File: config.mk
export PLATFORM = sky130hd
export DESIGN_NAME = zlr_ctrl
export DESIGN_NICKNAME = d
export VERILOG_FILES = /design/src/design/zlr_pkg.sv /design/src/design/zlr_ctrl.sv
export VERILOG_INCLUDE_DIRS = /design/src /design/src/design
export SDC_FILE = /design/constraint.sdc
export NUM_CORES = 1
export LEC_CHECK = 0
export ABC_AREA = 1
export BUFFER_PORTS_ARGS = -buffer_cell sky130_fd_sc_hd__clkbuf_2
export CAP_MARGIN = 20
export CELL_PAD_IN_SITES_DETAIL_PLACEMENT = 1
export CELL_PAD_IN_SITES_GLOBAL_PLACEMENT = 2
export CORE_MARGIN = 3
export CORE_UTILIZATION = 20
export DETAILED_ROUTE_END_ITERATION = 10
export GPL_TIMING_DRIVEN = 0
export MAX_ROUTING_LAYER = met4
export PLACE_DENSITY = 0.77
export RECOVER_POWER = 100
export SYNTH_ARGS = -nofsm -noshare
export SYNTH_HDL_FRONTEND = slang
export SYNTH_SLANG_ARGS = --single-unit
File: constraint.sdc
create_clock -name i_clk -period 2.05 [get_ports i_clk]
set_input_delay 0.41 -clock i_clk [delete_from_list [all_inputs] [get_ports i_clk]]
set_output_delay 0.41 -clock i_clk [all_outputs]
set_load 0.005 [all_outputs]
File: src/design/zbuffered_line_rasterizer_defines.svh
// Assertion macros shared by the rasterizer modules.
`ifndef ZBUFFERED_LINE_RASTERIZER_DEFINES_SVH
`define ZBUFFERED_LINE_RASTERIZER_DEFINES_SVH
`ifndef SYNTH
`define ZLR_ASSERT_IMPL(label, clk, rst_n, ante, cons) \
    label: assert property (@(posedge clk) disable iff (!rst_n) (ante) |-> (cons)) \
        else $error("assertion failed");
`define ZLR_ASSERT_NEXT(label, clk, rst_n, ante, cons) \
    label: assert property (@(posedge clk) disable iff (!rst_n) (ante) |=> (cons)) \
        else $error("assertion failed");
`else
`define ZLR_ASSERT_IMPL(label, clk, rst_n, ante, cons)
`define ZLR_ASSERT_NEXT(label, clk, rst_n, ante, cons)
`endif
`endif

File: src/design/zlr_pkg.sv
// Shared types and constants of the line rasterizer.
package zlr_pkg;
    localparam int COORD_W = 6;
    localparam int DEPTH_W = 24;
    localparam int COLOR_W = 24;
    localparam int SHADE_W = 16;
    localparam int ACC_W   = 40;
    localparam int FRAC_W  = 15;
    localparam int DIFF_W  = DEPTH_W + 1 + FRAC_W;
    localparam logic signed [DEPTH_W-1:0] CLEAR_DEPTH_RST = -24'sd2560000;
    localparam logic ADDR_CLEAR_DEPTH = 1'b0;

    typedef struct packed {
        logic load;      // latch request, start setup
        logic div_start;
        logic div_step;
        logic div_done;  // latch quotient
        logic clr_step;
        logic rd;        // read store at current pixel
        logic wr;        // compare, emit, write, advance
    } t_cmd;

    typedef struct packed {
        logic single;
        logic div_last;
        logic clr_last;
        logic last_pix;
    } t_sts;
endpackage

File: src/design/zlr_ctrl.sv
// Sequencer of the line rasterizer.
`include "zbuffered_line_rasterizer_defines.svh"
module zlr_ctrl (
    input  logic          i_clk,
    input  logic          i_rst_n,
    input  logic          i_valid,
    input  logic          i_clear_first,
    input  logic          i_out_ready,
    input  zlr_pkg::t_sts i_sts,
    output logic          o_ready,
    output logic          o_out_valid,
    output zlr_pkg::t_cmd o_cmd
);
    import zlr_pkg::*;
    typedef enum logic [2:0] {S_CLR, S_IDLE, S_DIV, S_RD, S_EMIT} t_state;
    t_state r_state, n_state;
    logic r_out_valid, n_out_valid;
    logic r_clr_pend, n_clr_pend;

    always_comb begin
        n_state = r_state;
        n_out_valid = r_out_valid;
        n_clr_pend = r_clr_pend;
        o_cmd = '0;
        case (r_state)
            S_CLR: begin
                o_cmd.clr_step = 1'b1;
                if (i_sts.clr_last) begin
                    n_state = r_clr_pend ? S_DIV : S_IDLE;
                    if (r_clr_pend) o_cmd.div_start = 1'b1;
                    n_clr_pend = 1'b0;
                end
            end
            S_IDLE: begin
                if (i_valid) begin
                    o_cmd.load = 1'b1;
                    if (i_clear_first) begin
                        n_state = S_CLR;
                        n_clr_pend = 1'b1;
                    end else begin
                        n_state = S_DIV;
                    end
                end
            end
            S_DIV: begin
                if (i_sts.single) begin
                    n_state = S_RD;
                end else begin
                    o_cmd.div_step = 1'b1;
                    if (i_sts.div_last) begin
                        o_cmd.div_done = 1'b1;
                        n_state = S_RD;
                    end
                end
            end
            S_RD: begin
                if (!r_out_valid || i_out_ready) begin
                    o_cmd.rd = 1'b1;
                    n_state = S_EMIT;
                end
                if (r_out_valid && i_out_ready) n_out_valid = 1'b0;
            end
            S_EMIT: begin
                o_cmd.wr = 1'b1;
                n_out_valid = 1'b1;
                n_state = i_sts.last_pix ? S_IDLE : S_RD;
            end
            default: n_state = S_IDLE;
        endcase
        if (r_state != S_RD && r_state != S_EMIT && r_out_valid && i_out_ready)
            n_out_valid = 1'b0;
        // start-of-load clear lives in datapath; div_start issued on load when no clear
        if (r_state == S_IDLE && i_valid && !i_clear_first) o_cmd.div_start = 1'b1;
    end

    always_ff @(posedge i_clk) begin
        if (!i_rst_n) begin
            r_state <= S_CLR;
            r_out_valid <= 1'b0;
            r_clr_pend <= 1'b0;
        end else begin
            r_state <= n_state;
            r_out_valid <= n_out_valid;
            r_clr_pend <= n_clr_pend;
        end
    end

    assign o_ready = (r_state == S_IDLE);
    assign o_out_valid = r_out_valid;

    `ZLR_ASSERT_IMPL(a_one_cmd, i_clk, i_rst_n, 1'b1, $onehot0({o_cmd.wr, o_cmd.rd, o_cmd.clr_step}))
    `ZLR_ASSERT_IMPL(a_wr_free, i_clk, i_rst_n, o_cmd.wr, !r_out_valid || $past(i_out_ready))
    `ZLR_ASSERT_NEXT(a_rd_wr, i_clk, i_rst_n, o_cmd.rd, o_cmd.wr)
endmodule

==> flow_summary.ini <==
[critical_path]
arrival_ns = 1.35
crit_fanout = 4
crit_path_start_kind = flip-flop
worstSetupStartpoint = r_state[0]
path_common_cell = nand2_1
rr_worst_depth = 6
endpoint_kind = output pin
cp.required_ns = 1.64
criticalPathCategory = reg2out
critPathMaxStageDelay_ns = 0.36
timing.rr.start = r_state[1]
cpMaxStageDelayCell = dfxtp_1
crit_chain = inv_1, nor2_2, nand2_1, nor2_1, nand2_1, o21ai_0, clkbuf_2

[yosys]
ys_seq_elements = 5
synth_nets = 73
ys_types = 13
yosysWarnings = 0
post_synth.cell_area_avg_um2 = 5.611
netlist_instances = 64
syn_area_um2 = 359.1
ys_seq_area_share_pct = 27.87

[global_routing]
antenna_found_initial = 0
overflow = 0
grt_pass1_wl_mm = 1.725
grt_pass1_vias = 417
grtUsageTotal_pct = 9.356
grt_max_degree = 8

[worst_hold_path]
hp-start = i_rst_n
min_path_cells = 3
worst_hold_path_type = in2reg

[place]
post-place-ws_ns = 0.5334
dp_hpwl_um = 873.5
place_congestion = 0.7015
port-buffer-count = 17

[flow_run]
cap_violations = 0

[status]
outcome = finished clean

[die]
die_w_um = 48.38
initial_core_util_pct = 22.53
rows = 14
core_um2 = 1594
die-height_um = 48.38
pin_count = 18
die_area_um2 = 2340

[final_layout]
layout_commonest_cell = nor2_1
layout_common_cells = 19 x nor2_1, 14 x nand2_1, 14 x clkbuf_2, 11 x inv_1, 6 x nand3_1
diodes = 0
nets = 95
fillers = 226
drive_gt1_share_pct = 22.35
syn2layout_area_growth_pct = 36.24

[sta]
worstMarginPinSlew_ns = 0.2888
maxSlewHeadroom_pct = 80.67
fmax_mhz = 568.1
finClkSkew_ns = 0.001616
finalCriticalPeriod_ns = 1.760
period_share_pct = 85.86
slew_viol_final = 0
finalHoldViolations = 0
setup_ws_ns = 0.2898
finalSetupViolations = 0
rsz0062_at_grt = false
fin_tns_setup_ns = 0

[routing]
viasPerCell = 3.945
wire_per_inst_um = 9.128
firstDrtPassIters = 3
num_vias = 430
drt_wl_total_um = 995
drc = 0
drt_iter0_markers = 3
ant_nets = 0

[cts]
cts_htree_levels = 1
ctsRootBufferMaster = clkbuf_4
clk_pin_slew_ns = 0.04
insertion_delay_ns = 0.24
cts_resized = 0
post_cts_buffers = 0
ctsHoldBuffers = 0
clockBufferDepth = 2
cts_tree = built
cts_buffers = 3
cts_sinks = 5

[power]
cellPowerDensity_nw_per_um2 = 1240
ir_drop_v = 0.0003617
power.leakage_nw = 0.2734
p_total_w = 0.0006068
==> per-stage QoR <==
stage / cell area, um2 / hold WS, ns / std cells / util, %
final: 489.2 / 0.4329 / 109 / 30.69
after global routing: 489.2 / 0.4365 / 109 / 30.69
after CTS: 500.5 / 0.4293 / 109 / 31.40
after detailed placement: 474.2 / 0.5048 / 105 / 29.75
after global placement: 474.2 / 0.5073 / 105 / 29.75
after floorplan: 359.1 / 0.4623 / 64 / -
==> where the power goes <==
group / switching, W / internal, W / leakage, nW
Combinational: 0.000202 / 0.000127 / 0.217
Clock: 0.0000390 / 0.0000735 / 0.0150
Sequential: 0.0000348 / 0.000131 / 0.0411
Total: 0.000276 / 0.000331 / 0.273
==> worst paths after layout <==
path	endpoint	slack (ns)
hold reg to reg	r_clr_pend	0.50
setup reg to reg	r_clr_pend	0.85
hold / removal	r_state[0]	0.43
setup / recovery	o_cmd[5]	0.29
==> critical path, delay by kind of cell, from the launching register on <==
family | cells | cell delay, ns
and+or+nand+nor | 4 | 0.47
DFF | 1 | 0.36
buffers and inverters | 2 | 0.21
AOI/OAI and AO/OA | 1 | 0.07
==> synthesized netlist by cell type <==
library cell	count	area (um2)
o21ai_0	1	5.000
nor2_2	1	6.260
dfxtp_1	5	100.1
nand3_2	2	20.02
nor3_1	2	10.01
nand2_1	13	48.80
nand2_2	1	6.260
nor2_1	19	71.32
nor3b_1	1	7.510
nand3b_1	1	7.510
nand3_1	5	25.02
a21oi_1	2	10.01
inv_1	11	41.29
==> state kept, by name, summed over array words and instances (netlist names) <==
signal and count:
o_out_valid 1, r_state 3, r_clr_pend 1
==> per-layer routing <==
layer  part of all wire (%)  track usage [%]  up-vias
met5                      0                -        -
met4                      0            5.687        0
met3                    5.5            2.454        0
met2                     45            14.22       14
met1                     49            11.05      179
li1                       -                -      237
==> layout make-up <==
| type | instances | area (um2) | share of cell area, % |
|---|---|---|---|
| clock buffers | 4 | 26.28 | 5.371 |
| inverters | 11 | 41.29 | 8.440 |
| multi-input cells | 48 | 210.2 | 42.97 |
| flip-flops and latches | 5 | 100.1 | 20.46 |
| well taps | 24 | 30.03 | 6.138 |
| repair buffers | 17 | 81.33 | 16.62 |
==> logic make-up after synthesis <==
family	count (synthesis)	share of synthesized area, %
flip-flops	5	27.88
buffers and inverters	11	11.50
AND/OR/NAND/NOR	45	56.45
AO/OA/AOI/OAI	3	4.180
No activity file was read; power rests on OpenSTA's default activity.
